==> config.mk <==
export PLATFORM = sky130hd
export DESIGN_NAME = pid_position_servo
export DESIGN_NICKNAME = d
export VERILOG_FILES = /design/src/design/pps_pkg.sv /design/src/design/pid_position_servo.sv /design/src/design/pps_mul.sv /design/src/design/pps_div.sv
export SDC_FILE = /design/constraint.sdc
export NUM_CORES = 2
export LEC_CHECK = 0
export BUFFER_PORTS_ARGS = -buffer_cell sky130_fd_sc_hd__buf_2
export CORE_AREA = 2 2 338 407
export CTS_CLUSTER_SIZE = 10
export DETAILED_ROUTE_END_ITERATION = 8
export DIE_AREA = 0 0 340 409
export PLACE_DENSITY = 0.76
export SLEW_MARGIN = 15
export SYNTH_ARGS = -nofsm -noshare
export SYNTH_HDL_FRONTEND = slang
export SYNTH_SLANG_ARGS = --single-unit
==> constraint.sdc <==
create_clock -name clk -period 18.8 [get_ports clk]
set_input_delay 5.64 -clock clk [delete_from_list [all_inputs] [get_ports clk]]
set_output_delay 5.64 -clock clk [all_outputs]
set_load 0.1 [all_outputs]
==> src/design/pps_pkg.sv <==
// Package for the PID position servo: widths, register indexes, sequencer states
// and the request structs for the shared multiplier and the serial divider.
// No dependencies; every other design file refers to it by scoped names.
`default_nettype none

package pps_pkg;

  // Field and register widths.
  localparam int POSITION_BITS  = 32;
  localparam int GAIN_FRAC_BITS = 16;
  localparam int INTEGRAL_BITS  = 40;
  localparam int GAIN_BITS      = 24;
  localparam int THRESH_BITS    = 16;
  localparam int HOLD_BITS      = 15;
  localparam int DT_BITS        = 16;
  localparam int CURRENT_BITS   = 16;
  localparam int SPEED_BITS     = 9;

  // Reset values of the configuration registers.
  localparam logic [GAIN_BITS-1:0]   GAIN_P_RESET    = GAIN_BITS'(65536);
  localparam logic [GAIN_BITS-1:0]   GAIN_I_RESET    = GAIN_BITS'(655);
  localparam logic [GAIN_BITS-1:0]   GAIN_D_RESET    = GAIN_BITS'(65536);
  localparam logic [THRESH_BITS-1:0] THRESHOLD_RESET = THRESH_BITS'(5);
  localparam logic [HOLD_BITS-1:0]   HOLDING_RESET   = '0;

  // Error and error difference need one and two extra bits.
  localparam int ERR_BITS  = POSITION_BITS + 1;
  localparam int DIFF_BITS = POSITION_BITS + 2;

  // Every product term is limited in magnitude to 2**60.
  localparam int MAG_LIMIT_LOG = 60;
  localparam int SAT_BITS      = MAG_LIMIT_LOG + 2;
  localparam int SUM_BITS      = SAT_BITS + 2;

  // Shared multiplier: gain (or elapsed time) times a signed operand,
  // taken in chunks from the top down.
  localparam int MULB_BITS    = (DIFF_BITS > INTEGRAL_BITS) ? DIFF_BITS : INTEGRAL_BITS;
  localparam int MUL_CHUNK    = 20;
  localparam int MUL_STEPS    = (MULB_BITS + MUL_CHUNK - 1) / MUL_CHUNK;
  localparam int MUL_PAD      = MUL_STEPS * MUL_CHUNK;
  localparam int ACC_BITS     = GAIN_BITS + MULB_BITS;
  localparam int MUL_CNT_BITS = $clog2(MUL_STEPS + 2);
  localparam int MAG_W        = (ACC_BITS > SAT_BITS - 1) ? ACC_BITS : SAT_BITS - 1;
  localparam logic [MAG_W-1:0] MAG_LIMIT = MAG_W'(1) << MAG_LIMIT_LOG;

  // Serial divider over the magnitude of a limited product.
  localparam int DIVN_BITS    = SAT_BITS - 1;
  localparam int DIV_CNT_BITS = $clog2(DIVN_BITS + 1);

  // Stream and configuration port widths.
  localparam int IN_BITS        = 2 * POSITION_BITS + DT_BITS + CURRENT_BITS;
  localparam int IN_TDATA_BITS  = ((IN_BITS + 7) / 8) * 8;
  localparam int OUT_BITS       = SPEED_BITS + 3;
  localparam int OUT_TDATA_BITS = ((OUT_BITS + 7) / 8) * 8;
  localparam int CFG_INDEX_BITS = 3;
  localparam int CFG_DATA_BITS  = GAIN_BITS;

  typedef enum logic [CFG_INDEX_BITS-1:0] {
    REG_GAIN_P    = 3'd0,
    REG_GAIN_I    = 3'd1,
    REG_GAIN_D    = 3'd2,
    REG_THRESHOLD = 3'd3,
    REG_HOLDING   = 3'd4
  } reg_index_t;

  typedef enum logic [3:0] {
    S_IDLE,
    S_ERR,
    S_CHECK,
    S_MUL_I,
    S_WAIT_I,
    S_MUL_P,
    S_WAIT_P,
    S_MUL_D,
    S_WAIT_D,
    S_MUL_G,
    S_WAIT_G,
    S_SUM,
    S_SUM2,
    S_CLAMP,
    S_FINISH
  } state_t;

  typedef struct packed {
    logic                        start;
    logic [GAIN_BITS-1:0]        a;
    logic signed [MULB_BITS-1:0] b;
  } mul_req_t;

  typedef struct packed {
    logic                       start;
    logic signed [SAT_BITS-1:0] numer;
    logic [DT_BITS-1:0]         divisor;
  } div_req_t;

endpackage

`default_nettype wire

==> src/design/pid_position_servo.sv <==
// Top level of the PID position servo: configuration registers, sequencer, loop state
// and output register. Depends on pps_pkg, pps_mul and pps_div.
//
//   Channel  Signals                              Direction  Payload
//   s_*      s_tvalid, s_tready, s_tdata[95:0]    in         one control sample
//   m_*      m_tvalid, m_tready, m_tdata[15:0]    out        drive command and flags
//   cfg_*    cfg_valid, cfg_ready, cfg_index,     in         register write
//            cfg_data[23:0]
//
// A sample that is within the reach threshold passes through the error, check and final
// steps before s_tready rises again. A PID run with a nonzero elapsed time spends most of
// its time in the 61-step serial divider of the derivative term; the four products take
// turns on the one shared multiplier, and the divider overlaps the last of them.
// Reset (rst, synchronous) restores the register defaults and clears the target, the
// stored error, the integral and the last speed. A result waits in the output register
// while m_tready is low, and the next sample is taken meanwhile; only the final step of
// that next sample stalls until the waiting result has gone.
`default_nettype none

module pid_position_servo (
  input  logic                                  clk,
  input  logic                                  rst,
  // measured_position, target_position, elapsed_ms, motor_current (lowest bit first)
  input  logic                                  s_tvalid,
  output logic                                  s_tready,
  input  logic [pps_pkg::IN_TDATA_BITS-1:0]     s_tdata,
  // drive_speed, drive_enable, reached, overload, zero fill (lowest bit first)
  output logic                                  m_tvalid,
  input  logic                                  m_tready,
  output logic [pps_pkg::OUT_TDATA_BITS-1:0]    m_tdata,
  input  logic                                  cfg_valid,
  output logic                                  cfg_ready,
  input  logic [pps_pkg::CFG_INDEX_BITS-1:0]    cfg_index,
  input  logic [pps_pkg::CFG_DATA_BITS-1:0]     cfg_data
);

  // Configuration registers.
  logic [pps_pkg::GAIN_BITS-1:0]   gain_p;
  logic [pps_pkg::GAIN_BITS-1:0]   gain_i;
  logic [pps_pkg::GAIN_BITS-1:0]   gain_d;
  logic [pps_pkg::THRESH_BITS-1:0] reach_threshold;
  logic [pps_pkg::HOLD_BITS-1:0]   holding_current;

  // Loop state that survives from one sample to the next.
  logic signed [pps_pkg::POSITION_BITS-1:0] last_target;
  logic signed [pps_pkg::ERR_BITS-1:0]      last_error;
  logic signed [pps_pkg::INTEGRAL_BITS-1:0] integral;
  logic signed [pps_pkg::SPEED_BITS-1:0]    last_speed;

  // The sample being worked on and the intermediate values of its run.
  logic signed [pps_pkg::POSITION_BITS-1:0] measured;
  logic signed [pps_pkg::POSITION_BITS-1:0] target;
  logic [pps_pkg::DT_BITS-1:0]              dt;
  logic signed [pps_pkg::CURRENT_BITS-1:0]  current;
  logic signed [pps_pkg::ERR_BITS-1:0]      error;
  logic signed [pps_pkg::DIFF_BITS-1:0]     diff;
  logic [pps_pkg::DT_BITS-1:0]              dt_eff;
  logic signed [pps_pkg::SAT_BITS-1:0]      p_term;
  logic signed [pps_pkg::SUM_BITS-1:0]      sum;
  logic signed [pps_pkg::SPEED_BITS-1:0]    speed;
  logic                                     reached_flag;

  // Output register.
  logic                                  out_valid;
  logic signed [pps_pkg::SPEED_BITS-1:0] out_speed;
  logic                                  out_enable;
  logic                                  out_reached;
  logic                                  out_overload;

  pps_pkg::state_t state;
  pps_pkg::state_t state_next;

  pps_pkg::mul_req_t                   mul_req;
  logic                                mul_busy;
  logic signed [pps_pkg::SAT_BITS-1:0] mul_res;
  pps_pkg::div_req_t                   div_req;
  logic                                div_busy;
  logic signed [pps_pkg::SAT_BITS-1:0] div_q;

  logic                                    in_take;
  logic                                    out_free;
  logic [pps_pkg::ERR_BITS-1:0]            err_mag;
  logic                                    reached_now;
  logic                                    new_target;
  logic signed [pps_pkg::SAT_BITS:0]       integ_sum;
  logic                                    integ_ovf;
  logic signed [pps_pkg::INTEGRAL_BITS-1:0] integ_sat;
  logic [pps_pkg::SUM_BITS-1:0]            sum_mag;
  logic                                    speed_sat;
  logic [pps_pkg::SPEED_BITS-2:0]          speed_q;
  logic signed [pps_pkg::SPEED_BITS-1:0]   speed_clamped;
  logic                                    overload_now;
  logic                                    enable_now;

  assign cfg_ready = 1'b1;
  assign in_take   = s_tvalid && s_tready;
  assign out_free  = !out_valid || m_tready;

  // Reached when the error magnitude lies below the threshold.
  assign err_mag     = error[pps_pkg::ERR_BITS-1] ? pps_pkg::ERR_BITS'(-error)
                                                  : pps_pkg::ERR_BITS'(error);
  assign reached_now = err_mag < pps_pkg::ERR_BITS'(reach_threshold);
  assign new_target  = target != last_target;

  // Integral update saturates to its own signed width.
  assign integ_sum = pps_pkg::SAT_BITS'(integral) + mul_res;
  assign integ_ovf = !((&integ_sum[pps_pkg::SAT_BITS:pps_pkg::INTEGRAL_BITS-1]) ||
                       !(|integ_sum[pps_pkg::SAT_BITS:pps_pkg::INTEGRAL_BITS-1]));
  assign integ_sat = integ_ovf ?
      (integ_sum[pps_pkg::SAT_BITS] ? {1'b1, {(pps_pkg::INTEGRAL_BITS-1){1'b0}}}
                                    : {1'b0, {(pps_pkg::INTEGRAL_BITS-1){1'b1}}})
      : integ_sum[pps_pkg::INTEGRAL_BITS-1:0];

  // Drop the fraction bits of the magnitude, clamp to full scale, restore the sign.
  assign sum_mag   = sum[pps_pkg::SUM_BITS-1] ? pps_pkg::SUM_BITS'(-sum)
                                              : pps_pkg::SUM_BITS'(sum);
  assign speed_sat = |sum_mag[pps_pkg::SUM_BITS-1:pps_pkg::GAIN_FRAC_BITS+pps_pkg::SPEED_BITS-1];
  assign speed_q   = speed_sat ? {(pps_pkg::SPEED_BITS-1){1'b1}}
                   : sum_mag[pps_pkg::GAIN_FRAC_BITS +: pps_pkg::SPEED_BITS-1];
  assign speed_clamped = sum[pps_pkg::SUM_BITS-1] ? -$signed({1'b0, speed_q})
                                                  : $signed({1'b0, speed_q});

  // The current reading is judged on every sample.
  assign overload_now = current < 0;
  assign enable_now   = !overload_now &&
                        !(holding_current != '0 && current >= $signed({1'b0, holding_current}));

  pps_mul u_mul (
    .clk  (clk),
    .rst  (rst),
    .req  (mul_req),
    .busy (mul_busy),
    .res  (mul_res)
  );

  pps_div u_div (
    .clk  (clk),
    .rst  (rst),
    .req  (div_req),
    .busy (div_busy),
    .quot (div_q)
  );

  always_ff @(posedge clk) begin
    if (rst) begin
      gain_p          <= pps_pkg::GAIN_P_RESET;
      gain_i          <= pps_pkg::GAIN_I_RESET;
      gain_d          <= pps_pkg::GAIN_D_RESET;
      reach_threshold <= pps_pkg::THRESHOLD_RESET;
      holding_current <= pps_pkg::HOLDING_RESET;
    end else if (cfg_valid && cfg_ready) begin
      unique case (pps_pkg::reg_index_t'(cfg_index))
        pps_pkg::REG_GAIN_P:    gain_p <= cfg_data;
        pps_pkg::REG_GAIN_I:    gain_i <= cfg_data;
        pps_pkg::REG_GAIN_D:    gain_d <= cfg_data;
        pps_pkg::REG_THRESHOLD: reach_threshold <= cfg_data[pps_pkg::THRESH_BITS-1:0];
        pps_pkg::REG_HOLDING:   holding_current <= cfg_data[pps_pkg::HOLD_BITS-1:0];
        default: begin
        end
      endcase
    end
  end

  always_ff @(posedge clk) begin
    if (rst) begin
      state <= pps_pkg::S_IDLE;
    end else begin
      state <= state_next;
    end
  end

  // Sequencer: the multiplier is started three times for the error times elapsed time,
  // the proportional and the derivative products, then a fourth time for the integral
  // product while the divider, given a nonzero elapsed time, works on the derivative.
  always_comb begin
    state_next       = state;
    s_tready         = 1'b0;
    mul_req          = '0;
    div_req          = '0;
    div_req.numer    = mul_res;
    div_req.divisor  = dt_eff;
    unique case (state)
      pps_pkg::S_IDLE: begin
        s_tready = 1'b1;
        if (s_tvalid) begin
          state_next = pps_pkg::S_ERR;
        end
      end
      pps_pkg::S_ERR: state_next = pps_pkg::S_CHECK;
      pps_pkg::S_CHECK: begin
        state_next = reached_now ? pps_pkg::S_FINISH : pps_pkg::S_MUL_I;
      end
      pps_pkg::S_MUL_I: begin
        mul_req.start = 1'b1;
        mul_req.a     = pps_pkg::GAIN_BITS'(dt_eff);
        mul_req.b     = pps_pkg::MULB_BITS'(error);
        state_next    = pps_pkg::S_WAIT_I;
      end
      pps_pkg::S_WAIT_I: begin
        if (!mul_busy) begin
          state_next = pps_pkg::S_MUL_P;
        end
      end
      pps_pkg::S_MUL_P: begin
        mul_req.start = 1'b1;
        mul_req.a     = gain_p;
        mul_req.b     = pps_pkg::MULB_BITS'(error);
        state_next    = pps_pkg::S_WAIT_P;
      end
      pps_pkg::S_WAIT_P: begin
        if (!mul_busy) begin
          state_next = pps_pkg::S_MUL_D;
        end
      end
      pps_pkg::S_MUL_D: begin
        mul_req.start = 1'b1;
        mul_req.a     = gain_d;
        mul_req.b     = pps_pkg::MULB_BITS'(diff);
        state_next    = pps_pkg::S_WAIT_D;
      end
      pps_pkg::S_WAIT_D: begin
        if (!mul_busy) begin
          state_next = pps_pkg::S_MUL_G;
        end
      end
      pps_pkg::S_MUL_G: begin
        // The divider takes the derivative product before the multiplier result changes.
        mul_req.start = 1'b1;
        mul_req.a     = gain_i;
        mul_req.b     = pps_pkg::MULB_BITS'(integral);
        div_req.start = dt_eff != '0;
        state_next    = pps_pkg::S_WAIT_G;
      end
      pps_pkg::S_WAIT_G: begin
        if (!mul_busy && !div_busy) begin
          state_next = pps_pkg::S_SUM;
        end
      end
      pps_pkg::S_SUM:   state_next = pps_pkg::S_SUM2;
      pps_pkg::S_SUM2:  state_next = pps_pkg::S_CLAMP;
      pps_pkg::S_CLAMP: state_next = pps_pkg::S_FINISH;
      pps_pkg::S_FINISH: begin
        if (out_free) begin
          state_next = pps_pkg::S_IDLE;
        end
      end
      default: state_next = pps_pkg::S_IDLE;
    endcase
  end

  // Loop state. A reached sample leaves all of it alone, including the target.
  always_ff @(posedge clk) begin
    if (rst) begin
      last_target <= '0;
      last_error  <= '0;
      integral    <= '0;
      last_speed  <= '0;
    end else begin
      if (state == pps_pkg::S_CHECK && !reached_now && new_target) begin
        last_target <= target;
        last_error  <= '0;
        integral    <= '0;
      end
      if (state == pps_pkg::S_WAIT_I && !mul_busy) begin
        integral <= integ_sat;
      end
      if (state == pps_pkg::S_FINISH && out_free && !reached_flag) begin
        last_error <= error;
        last_speed <= speed;
      end
    end
  end

  always_ff @(posedge clk) begin
    if (in_take) begin
      measured <= s_tdata[pps_pkg::POSITION_BITS-1:0];
      target   <= s_tdata[2*pps_pkg::POSITION_BITS-1:pps_pkg::POSITION_BITS];
      dt       <= s_tdata[2*pps_pkg::POSITION_BITS +: pps_pkg::DT_BITS];
      current  <= s_tdata[2*pps_pkg::POSITION_BITS+pps_pkg::DT_BITS +: pps_pkg::CURRENT_BITS];
    end
    unique case (state)
      pps_pkg::S_ERR: begin
        error <= pps_pkg::ERR_BITS'(target) - pps_pkg::ERR_BITS'(measured);
      end
      pps_pkg::S_CHECK: begin
        // A new target counts as no time elapsed, which also zeroes the derivative.
        reached_flag <= reached_now;
        dt_eff       <= new_target ? '0 : dt;
        speed        <= last_speed;
      end
      pps_pkg::S_MUL_I: begin
        diff <= pps_pkg::DIFF_BITS'(error) - pps_pkg::DIFF_BITS'(last_error);
      end
      pps_pkg::S_WAIT_P: begin
        if (!mul_busy) begin
          p_term <= mul_res;
        end
      end
      pps_pkg::S_SUM: begin
        sum <= pps_pkg::SUM_BITS'(p_term) + pps_pkg::SUM_BITS'(mul_res);
      end
      pps_pkg::S_SUM2: begin
        if (dt_eff != '0) begin
          sum <= sum + pps_pkg::SUM_BITS'(div_q);
        end
      end
      pps_pkg::S_CLAMP: begin
        speed <= speed_clamped;
      end
      default: begin
      end
    endcase
  end

  always_ff @(posedge clk) begin
    if (rst) begin
      out_valid <= 1'b0;
    end else begin
      if (m_tvalid && m_tready) begin
        out_valid <= 1'b0;
      end
      if (state == pps_pkg::S_FINISH && out_free) begin
        out_valid <= 1'b1;
      end
    end
  end

  always_ff @(posedge clk) begin
    if (state == pps_pkg::S_FINISH && out_free) begin
      out_speed    <= speed;
      out_enable   <= enable_now;
      out_reached  <= reached_flag;
      out_overload <= overload_now;
    end
  end

  assign m_tvalid = out_valid;
  assign m_tdata  = pps_pkg::OUT_TDATA_BITS'({out_overload, out_reached, out_enable,
                                              out_speed});

  // The shared units are never restarted while a job is still running.
  a_mul_start_idle: assert property (@(posedge clk) disable iff (rst)
    mul_req.start |-> !mul_busy)
    else $error("multiplier started while busy");

  a_div_start_idle: assert property (@(posedge clk) disable iff (rst)
    div_req.start |-> !div_busy && !mul_busy)
    else $error("divider started while a unit is busy");

  // A result only appears out of the final sequencer step.
  a_out_from_finish: assert property (@(posedge clk) disable iff (rst)
    $rose(m_tvalid) |-> $past(state) == pps_pkg::S_FINISH)
    else $error("output written outside the final step");

  // A reached result repeats the speed that the loop still holds.
  a_reached_speed: assert property (@(posedge clk) disable iff (rst)
    m_tvalid && out_reached |-> out_speed == last_speed)
    else $error("reached result does not repeat the last speed");

  a_overload_release: assert property (@(posedge clk) disable iff (rst)
    m_tvalid && out_overload |-> !out_enable)
    else $error("drive enabled during overload");

endmodule

`default_nettype wire

==> src/design/pps_mul.sv <==
// Shared multiplier of the servo: unsigned gain times signed operand, chunk by chunk,
// with the product magnitude limited to 2**60. Depends on pps_pkg.
`default_nettype none

module pps_mul (
  input  logic                                clk,
  input  logic                                rst,
  input  pps_pkg::mul_req_t                   req,
  output logic                                busy,
  output logic signed [pps_pkg::SAT_BITS-1:0] res
);

  logic [pps_pkg::GAIN_BITS-1:0]                   a_op;
  logic [pps_pkg::MUL_PAD-1:0]                     b_sh;
  logic                                            neg;
  logic [pps_pkg::GAIN_BITS+pps_pkg::MUL_CHUNK-1:0] pp;
  logic [pps_pkg::ACC_BITS-1:0]                    acc;
  logic [pps_pkg::MUL_CNT_BITS-1:0]                cnt;
  logic [pps_pkg::MULB_BITS-1:0]                   b_mag;
  logic [pps_pkg::MAG_W-1:0]                       acc_ext;
  logic [pps_pkg::MAG_W-1:0]                       mag_sat;
  logic [pps_pkg::SAT_BITS-2:0]                    mag_res;

  assign b_mag   = req.b[pps_pkg::MULB_BITS-1] ? pps_pkg::MULB_BITS'(-req.b)
                                               : pps_pkg::MULB_BITS'(req.b);
  assign acc_ext = pps_pkg::MAG_W'(acc);
  assign mag_sat = (acc_ext > pps_pkg::MAG_LIMIT) ? pps_pkg::MAG_LIMIT : acc_ext;
  assign mag_res = mag_sat[pps_pkg::SAT_BITS-2:0];

  always_ff @(posedge clk) begin
    if (rst) begin
      busy <= 1'b0;
      cnt  <= '0;
    end else if (req.start) begin
      busy <= 1'b1;
      cnt  <= '0;
    end else if (busy) begin
      cnt <= cnt + 1'b1;
      if (cnt == pps_pkg::MUL_CNT_BITS'(pps_pkg::MUL_STEPS + 1)) begin
        busy <= 1'b0;
      end
    end
  end

  always_ff @(posedge clk) begin
    if (req.start) begin
      a_op <= req.a;
      b_sh <= pps_pkg::MUL_PAD'(b_mag);
      neg  <= req.b[pps_pkg::MULB_BITS-1];
      acc  <= '0;
    end else if (busy) begin
      if (cnt < pps_pkg::MUL_CNT_BITS'(pps_pkg::MUL_STEPS)) begin
        pp   <= a_op * b_sh[pps_pkg::MUL_PAD-1 -: pps_pkg::MUL_CHUNK];
        b_sh <= b_sh << pps_pkg::MUL_CHUNK;
      end
      if (cnt != '0 && cnt <= pps_pkg::MUL_CNT_BITS'(pps_pkg::MUL_STEPS)) begin
        acc <= {acc[pps_pkg::ACC_BITS-pps_pkg::MUL_CHUNK-1:0], {pps_pkg::MUL_CHUNK{1'b0}}}
               + pps_pkg::ACC_BITS'(pp);
      end
      if (cnt == pps_pkg::MUL_CNT_BITS'(pps_pkg::MUL_STEPS + 1)) begin
        res <= neg ? -$signed({1'b0, mag_res}) : $signed({1'b0, mag_res});
      end
    end
  end

endmodule

`default_nettype wire

==> src/design/pps_div.sv <==
// Serial restoring divider of the servo: signed limited product by the unsigned
// elapsed time, one quotient bit per cycle, truncated toward zero. Depends on pps_pkg.
`default_nettype none

module pps_div (
  input  logic                                clk,
  input  logic                                rst,
  input  pps_pkg::div_req_t                   req,
  output logic                                busy,
  output logic signed [pps_pkg::SAT_BITS-1:0] quot
);

  logic [pps_pkg::DIVN_BITS-1:0]    q_sh;
  logic [pps_pkg::DT_BITS-1:0]      rem;
  logic [pps_pkg::DT_BITS-1:0]      dvs;
  logic                             neg;
  logic [pps_pkg::DIV_CNT_BITS-1:0] cnt;
  logic [pps_pkg::DT_BITS:0]        trial;
  logic                             ge;
  logic [pps_pkg::DT_BITS:0]        diff;
  logic [pps_pkg::SAT_BITS-1:0]     n_mag;

  assign n_mag = req.numer[pps_pkg::SAT_BITS-1] ? pps_pkg::SAT_BITS'(-req.numer)
                                                : pps_pkg::SAT_BITS'(req.numer);
  assign trial = {rem, q_sh[pps_pkg::DIVN_BITS-1]};
  assign ge    = trial >= {1'b0, dvs};
  assign diff  = trial - {1'b0, dvs};

  always_ff @(posedge clk) begin
    if (rst) begin
      busy <= 1'b0;
      cnt  <= '0;
    end else if (req.start) begin
      busy <= 1'b1;
      cnt  <= '0;
    end else if (busy) begin
      cnt <= cnt + 1'b1;
      if (cnt == pps_pkg::DIV_CNT_BITS'(pps_pkg::DIVN_BITS)) begin
        busy <= 1'b0;
      end
    end
  end

  always_ff @(posedge clk) begin
    if (req.start) begin
      q_sh <= n_mag[pps_pkg::DIVN_BITS-1:0];
      rem  <= '0;
      dvs  <= req.divisor;
      neg  <= req.numer[pps_pkg::SAT_BITS-1];
    end else if (busy) begin
      if (cnt < pps_pkg::DIV_CNT_BITS'(pps_pkg::DIVN_BITS)) begin
        rem  <= ge ? diff[pps_pkg::DT_BITS-1:0] : trial[pps_pkg::DT_BITS-1:0];
        q_sh <= {q_sh[pps_pkg::DIVN_BITS-2:0], ge};
      end else begin
        quot <= neg ? -$signed({1'b0, q_sh}) : $signed({1'b0, q_sh});
      end
    end
  end

endmodule

`default_nettype wire

# == Yosys cells after proc, flatten, opt, wreduce, memory -nomap -nowiden ==
# Index checks and enable logic that the tools add are counted.
# word_totals
elab_cells,199
inputBits,128
output_inout_bits,19
reg_bits,950
# op_classes
n_eq_ne,28
n_mux,44
bitwise_logic,4
n_reduce_logical,55
add_sub_neg,16
n_lt_le_gt_ge,8
mul,1
# ops
op,count
$mux 61,7
$mux 40,8
$pmux 65 s4,1
$mux 64,2
$pmux 64 s2,1
$neg 61->62,2
$mux 33,3
$add 64x44->64,1
$add 64x62->64,1
$gt 64x61->1 const B,1
$neg 64->64,1
$add 40x62->63,1
$add 62x62->63,1
$neg 61->61,1
$pmux 4 s15,1
$mul 24x20->44,1
$neg 40->40,1
$reduce_or 40->1,1
$sub 33x33->34,1
$lt 33x16->1,1
$neg 33->33,1
$sub 32x32->33,1
$ne 32x32->1,1
$eq 4x4->1 const B,7
other kinds (40),109

# == Logic depth before layout (Yosys ltp) ==
# logic_depth
depth_word,8
ltp_mapped,30
depth_no_buf,29

# == Hierarchy ==
# From an unflattened synthesis, not the netlist that was laid out.
# hier_totals
cells_unflattened,8137
hier_area_um2,74423.9
# modules_own_cells
module,cells_each,area_each_um2,instances,seq_area_each_um2
pid_position_servo,4193,37011.7,1,14263.7
pps_mul,2999,27830.4,1,6476.2
pps_div,945,9581.7,1,4664.5

# == Worst setup path after synthesis ==
# Ideal clock, no wire load.
# synth_path
kind,register -> output
start,reg state[0]
end,out s_tready
path_stages_with_launch,4
path_slack_ns,9.382
arrival_time_ns,3.778
n_path_buf,2
required_time_ns,13.160
cell_sequence,dfxtp_1 clkbuf_1 clkbuf_1 nor4_1
# synth_between
elab_chain_len,2
# synth_lines
element,line_no,rtl
start: declaration,pid_position_servo.sv:70,pps_pkg::state_t state;
start signal: assignment,pid_position_servo.sv:166,state <= pps_pkg::S_IDLE;
start signal: assignment,pid_position_servo.sv:168,state <= state_next;
$logic_not 4->1,pid_position_servo.sv:182,unique case (state)
$mux 1,pid_position_servo.sv:182,
end: declaration,pid_position_servo.sv:25,"output logic s_tready,"
# Every way passes these cells.

# == Worst setup path in the final report ==
# layout_path
start,reg u_mul.b_sh[27] in the netlist's numbering
end,"reg u_mul.pp[43] in the netlist's numbering, data pin"
# layout_between
elab_chain_len,1
# layout_lines
element,line_no,rtl
start: declaration,pps_mul.sv:14,logic [pps_pkg::MUL_PAD-1:0] b_sh;
start signal: assignment,pps_mul.sv:48,b_sh <= pps_pkg::MUL_PAD'(b_mag);
start signal: assignment,pps_mul.sv:54,b_sh <= b_sh << pps_pkg::MUL_CHUNK;
$mul 24x20->44,pps_mul.sv:53,pp <= a_op * b_sh[pps_pkg::MUL_PAD-1 -: pps_pkg::MUL_CHUNK];
end signal: assignment,pps_mul.sv:53,
end: declaration,pps_mul.sv:16,logic [pps_pkg::GAIN_BITS+pps_pkg::MUL_CHUNK-1:0] pp;
# Every way passes these cells.
# A chain may end at the register's enable or synchronous reset.

==> results by stage <==
Cells and area:
- At the end of the flow the core is filled with cells to 58.84%.
- The post-route netlist has 5.380% of its cells at a drive strength greater than 1.
- The total non-filler cell area in the finished layout is 0.07943 sq mm.
- Compared with the post-synthesis result, the final layout area differs by 7.401%.
- Leaving out filler cells and counting taps, the final layout contains 9997.
- In the final design database the tool counted 9121 nets.
- The count of antenna diodes in the layout is 0.

Synthesis:
- The netlist area before placement is 0.07396 sq mm.
- By area, the combinational part of the netlist is dominated by adder cells.
- The most common cell in the synthesized netlist is sky130_fd_sc_hd__nand2_1.
- The synthesized netlist devotes 19.02% of its cell area to adder and majority cells.
- The synthesis warning total is 0.
- The part of the Yosys area used for sequential elements is 34.35%.
- Yosys attributes the largest share of cell area to sky130_fd_sc_hd__edfxtp_1, sky130_fd_sc_hd__fa_1, sky130_fd_sc_hd__dfxtp_1.
- The largest area contributor in the synthesized netlist is sky130_fd_sc_hd__edfxtp_1.
- The number of enable flip-flop cells after synthesis is 638.
- The post-synthesis share of cell area spent on and, or, nand and nor gates is 17.78%.
- By count the netlist is led by sky130_fd_sc_hd__nand2_1, sky130_fd_sc_hd__inv_1, sky130_fd_sc_hd__edfxtp_1, sky130_fd_sc_hd__a21oi_1, sky130_fd_sc_hd__ha_1.
- The complex-gate fraction of the synthesized area is 16.10%.
- The flop and latch count out of synthesis is 950.
- The post-synthesis instance total is 8173.
- Summing the areas of all xor and xnor instances in the mapped netlist gives 6.182% of the synthesized area.
- After synthesis, the share of flip-flops with an asynchronous set or reset is 0%.
- The multiplexer share of the synthesized area is 0.8915%.
- The average footprint of a synthesized cell is 9.049 sq um.
- The post-synthesis cell type count is 105.
- The synthesized design devotes to its leading area cell type 25.90% of total area.
- Among all flip-flop cells after synthesis, the most frequent one is sky130_fd_sc_hd__edfxtp_1.

Setup path:
- The classification of the worst setup path is flop to flop.
- The type of origin of the critical path is a flop.
- Along the worst path, the maximum fanout reaches 24.
- At the worst endpoint, the arrival time is 9.27 ns.
- The category of the worst setup path capture point is a flop.
- At the worst endpoint, the required time is 19.26 ns.

Place:
- The placed wire-length estimate is 160.5 mm.
- Buffers placed on the I/O ports in this run total 141.
- After detailed placement, the total cell area comes to 0.07599 sq mm.
- Routability-driven placement finished with a final weighted congestion of 0.9892.
- The number of placed instances, taps included is 9794.

Die:
- The starting utilization of the core area is 54.79%.
- The die footprint is 0.1391 sq mm.
- Row generation in the floorplan step produced 148 rows.
- The die is 340 microns wide.
- The core area is 0.1350 sq mm.
- 147 I/O pins were placed.
- The height of the die is 409 microns.

Global route:
- The combined global-route utilization of all metal layers is 29.86%.
- The initial antenna violation count came to 4.
- Entering global routing, the biggest net connects 121 pins.
- The global-route wire length before repair is 330.3 mm.
- The number of global-route vias before repair is 59.78k.
- Global routing finished with a remaining overflow of 0.

STA:
- Summed over all failing endpoints, the final setup total negative slack is 0 ns.
- The minimum period implied by the final worst setup slack is 8.806 ns.
- Setup violations remaining at the end of the flow were counted as 0.
- The max-slew violation total from the final report is 0.
- Headroom to the max-slew limit came out at 18.23%.
- The fraction of the cycle the final worst path needs is 46.84%.
- Setup repair after global routing left no endpoint under its margin.
- The transition time at the pin with the least slew margin is 1.226 ns.
- On the final layout, the worst clock skew is 0.07248 ns.
- The achievable clock frequency is 0.1136 GHz.
- The hold violation total from the final report is 0.

CTS:
- The TritonCTS clock tree is yes.
- The count of clock tree sinks is 950.
- The maximum clock insertion buffer count is 3.
- The H-tree was split into 3 levels.
- Clock-pin slew was measured on the worst setup and hold paths at 0.06 ns.
- The post-CTS setup buffer count is 0.
- The number of buffers added to fix hold violations after cts is 0.
- The post-cts gate resize count is 0.
- The clock insertion delay at the later pin of the skew report is 0.77 ns.
- In this run, CTS created clock tree buffers numbering 111.
- The cell sitting at the root of the clock tree is a sky130_fd_sc_hd__clkbuf_16.

Detailed routing:
- In the routed design, unresolved DRC markers number 0.
- In the routed layout, each cell is associated on average with a via count of 6.007.
- The final route contains 60.05k vias.
- The first detailed-routing pass took 7 iterations.
- Dividing the detail-routed wire length by the instance count gives 20.91 microns.
- The first-iteration detailed-routing DRC count is 4926.
- The post-detailed-route count of antenna-violating nets is 0.
- The final wirelength is 209.0 mm.

Power:
- The design draws 11.97 mW.
- In this run the static leakage power is 32.65 nW.
- The power density of the placed cells is 150.7 mW/mm^2.
- The worst-case IR drop observed on VDD is 0.4591 mV.

Hold path:
- The path class of the tightest hold or removal check is flop to flop.

Flow run:
- The count of maximum capacitance violations is 0.

Status:
- The flow ran to the end, and the final reports show no timing, DRC or antenna violations.
==> worst paths after layout <==
path / slack [ns] / cells past startpoint / from / to
hold / removal: 0.45 / 0 / speed[0] / out_speed[0]
hold reg to reg: 0.45 / 0 / speed[0] / out_speed[0]
setup / recovery: 9.99 / 27 / u_mul.b_sh[27] / u_mul.pp[43]
setup reg to reg: 9.99 / 27 / u_mul.b_sh[27] / u_mul.pp[43]
==> per-stage QoR <==
step / setup WS, ns / hold slack, ns
2_1_floorplan: 9.382 / 0.4262
3_3_place_gp: 10.33 / 0.4307
3_5_place_dp: 10.10 / 0.4357
4_1_cts: 10.09 / 0.4496
5_1_grt: 9.551 / 0.4614
6_report: 9.994 / 0.4492
==> worst max-delay path, stage by stage (launching register included) <==
cell                       delay [ns]
sky130_fd_sc_hd__edfxtp_1        0.81
sky130_fd_sc_hd__and2_1          0.39
sky130_fd_sc_hd__fa_1            0.45
sky130_fd_sc_hd__fa_1            0.54
sky130_fd_sc_hd__inv_1           0.05
sky130_fd_sc_hd__fa_1            0.53
sky130_fd_sc_hd__inv_1           0.05
sky130_fd_sc_hd__fa_1            0.46
sky130_fd_sc_hd__ha_1            0.34
sky130_fd_sc_hd__fa_1            0.53
sky130_fd_sc_hd__inv_1           0.05
sky130_fd_sc_hd__fa_1            0.52
sky130_fd_sc_hd__inv_1           0.04
sky130_fd_sc_hd__ha_1            0.36
sky130_fd_sc_hd__a21o_1          0.18
sky130_fd_sc_hd__a21o_1          0.19
sky130_fd_sc_hd__a21oi_1         0.27
sky130_fd_sc_hd__o211ai_1        0.23
sky130_fd_sc_hd__a211oi_1        0.44
sky130_fd_sc_hd__o211a_1         0.25
sky130_fd_sc_hd__o21ai_0         0.09
sky130_fd_sc_hd__buf_4           0.17
sky130_fd_sc_hd__o41ai_1         0.57
sky130_fd_sc_hd__o21ai_0         0.31
sky130_fd_sc_hd__nand2_1         0.16
sky130_fd_sc_hd__a21oi_1         0.08
sky130_fd_sc_hd__o41ai_1         0.32
sky130_fd_sc_hd__xnor2_1         0.13
==> registers in the layout (all words and copies together) (netlist names), 24 cells and up <==
| register | count |
|---|---|
| diff | 34 |
| error | 33 |
| gain_d | 24 |
| gain_i | 24 |
| gain_p | 24 |
| integral | 40 |
| last_error | 33 |
| last_target | 32 |
| measured | 32 |
| p_term | 62 |
| sum | 64 |
| target | 32 |
| u_div.q_sh | 61 |
| u_div.quot | 62 |
| u_mul.a_op | 24 |
| u_mul.acc | 64 |
| u_mul.b_sh | 40 |
| u_mul.pp | 44 |
| u_mul.res | 62 |
==> cell usage in the layout (no fill, tap or decap), types with 31 or more instances in the layout <==
cell and instances:
sky130_fd_sc_hd__nand2_1 1144, sky130_fd_sc_hd__inv_1 708, sky130_fd_sc_hd__edfxtp_1 638, sky130_fd_sc_hd__a21oi_1 582, sky130_fd_sc_hd__ha_1 486, sky130_fd_sc_hd__o21ai_0 485, sky130_fd_sc_hd__nor2_1 464, sky130_fd_sc_hd__fa_1 399
sky130_fd_sc_hd__dfxtp_1 312, sky130_fd_sc_hd__and2_1 292, sky130_fd_sc_hd__xnor2_1 284, sky130_fd_sc_hd__xor2_1 238, sky130_fd_sc_hd__a21o_1 164, sky130_fd_sc_hd__nand3_1 147, sky130_fd_sc_hd__buf_2 140, sky130_fd_sc_hd__nor3_1 130
sky130_fd_sc_hd__clkbuf_16 113, sky130_fd_sc_hd__nand2b_1 84, sky130_fd_sc_hd__nand4_1 83, sky130_fd_sc_hd__o31ai_1 80, sky130_fd_sc_hd__nor2b_1 66, sky130_fd_sc_hd__clkbuf_1 65, sky130_fd_sc_hd__buf_4 61, sky130_fd_sc_hd__nor4_1 60
sky130_fd_sc_hd__a211oi_1 60, sky130_fd_sc_hd__or3_1 59, sky130_fd_sc_hd__mux2i_1 58, sky130_fd_sc_hd__and3_1 52, sky130_fd_sc_hd__o21a_1 52, sky130_fd_sc_hd__a31oi_1 49, sky130_fd_sc_hd__or4_1 41, sky130_fd_sc_hd__o21bai_1 41
sky130_fd_sc_hd__o211ai_1 36, sky130_fd_sc_hd__o41ai_1 34, sky130_fd_sc_hd__a22oi_1 32, sky130_fd_sc_hd__a21boi_0 31
==> final cells by class <==
type	instances	area [sq um]
tap	1800	2252
fill	11610	55560
inverter	712	2673
clock inverter	16	235.2
clock buffer	186	3182
multi-input combinational	6130	44500
sequential	950	25400
timing repair buffer	203	1190
==> power by group <==
| group | leakage [nW] | switching [mW] | internal [mW] |
|---|---|---|---|
| Sequential | 8.37 | 0.196 | 2.69 |
| Combinational | 22.6 | 4.23 | 2.80 |
| Clock | 1.63 | 0.888 | 1.16 |
| Total | 32.6 | 5.32 | 6.66 |
==> metal layers <==
metal	GRT usage, %	vias up	routed length (microns)
met5	0	-	13
li1	-	28340	-
met2	51.70	2121	102500
met1	35.85	29040	81650
met3	3.730	543	12000
met4	16.81	2	12850
==> cells by family after synthesis <==
family,count (synthesis)
AO/OA/AOI/OAI,1895
XOR/XNOR,522
adder cells (fa/ha/maj),885
AND/OR/NAND/NOR,2758
buffers and inverters,1096
other,2
multiplexers,65
flip-flops,950
(Power assumes the default switching activity.)
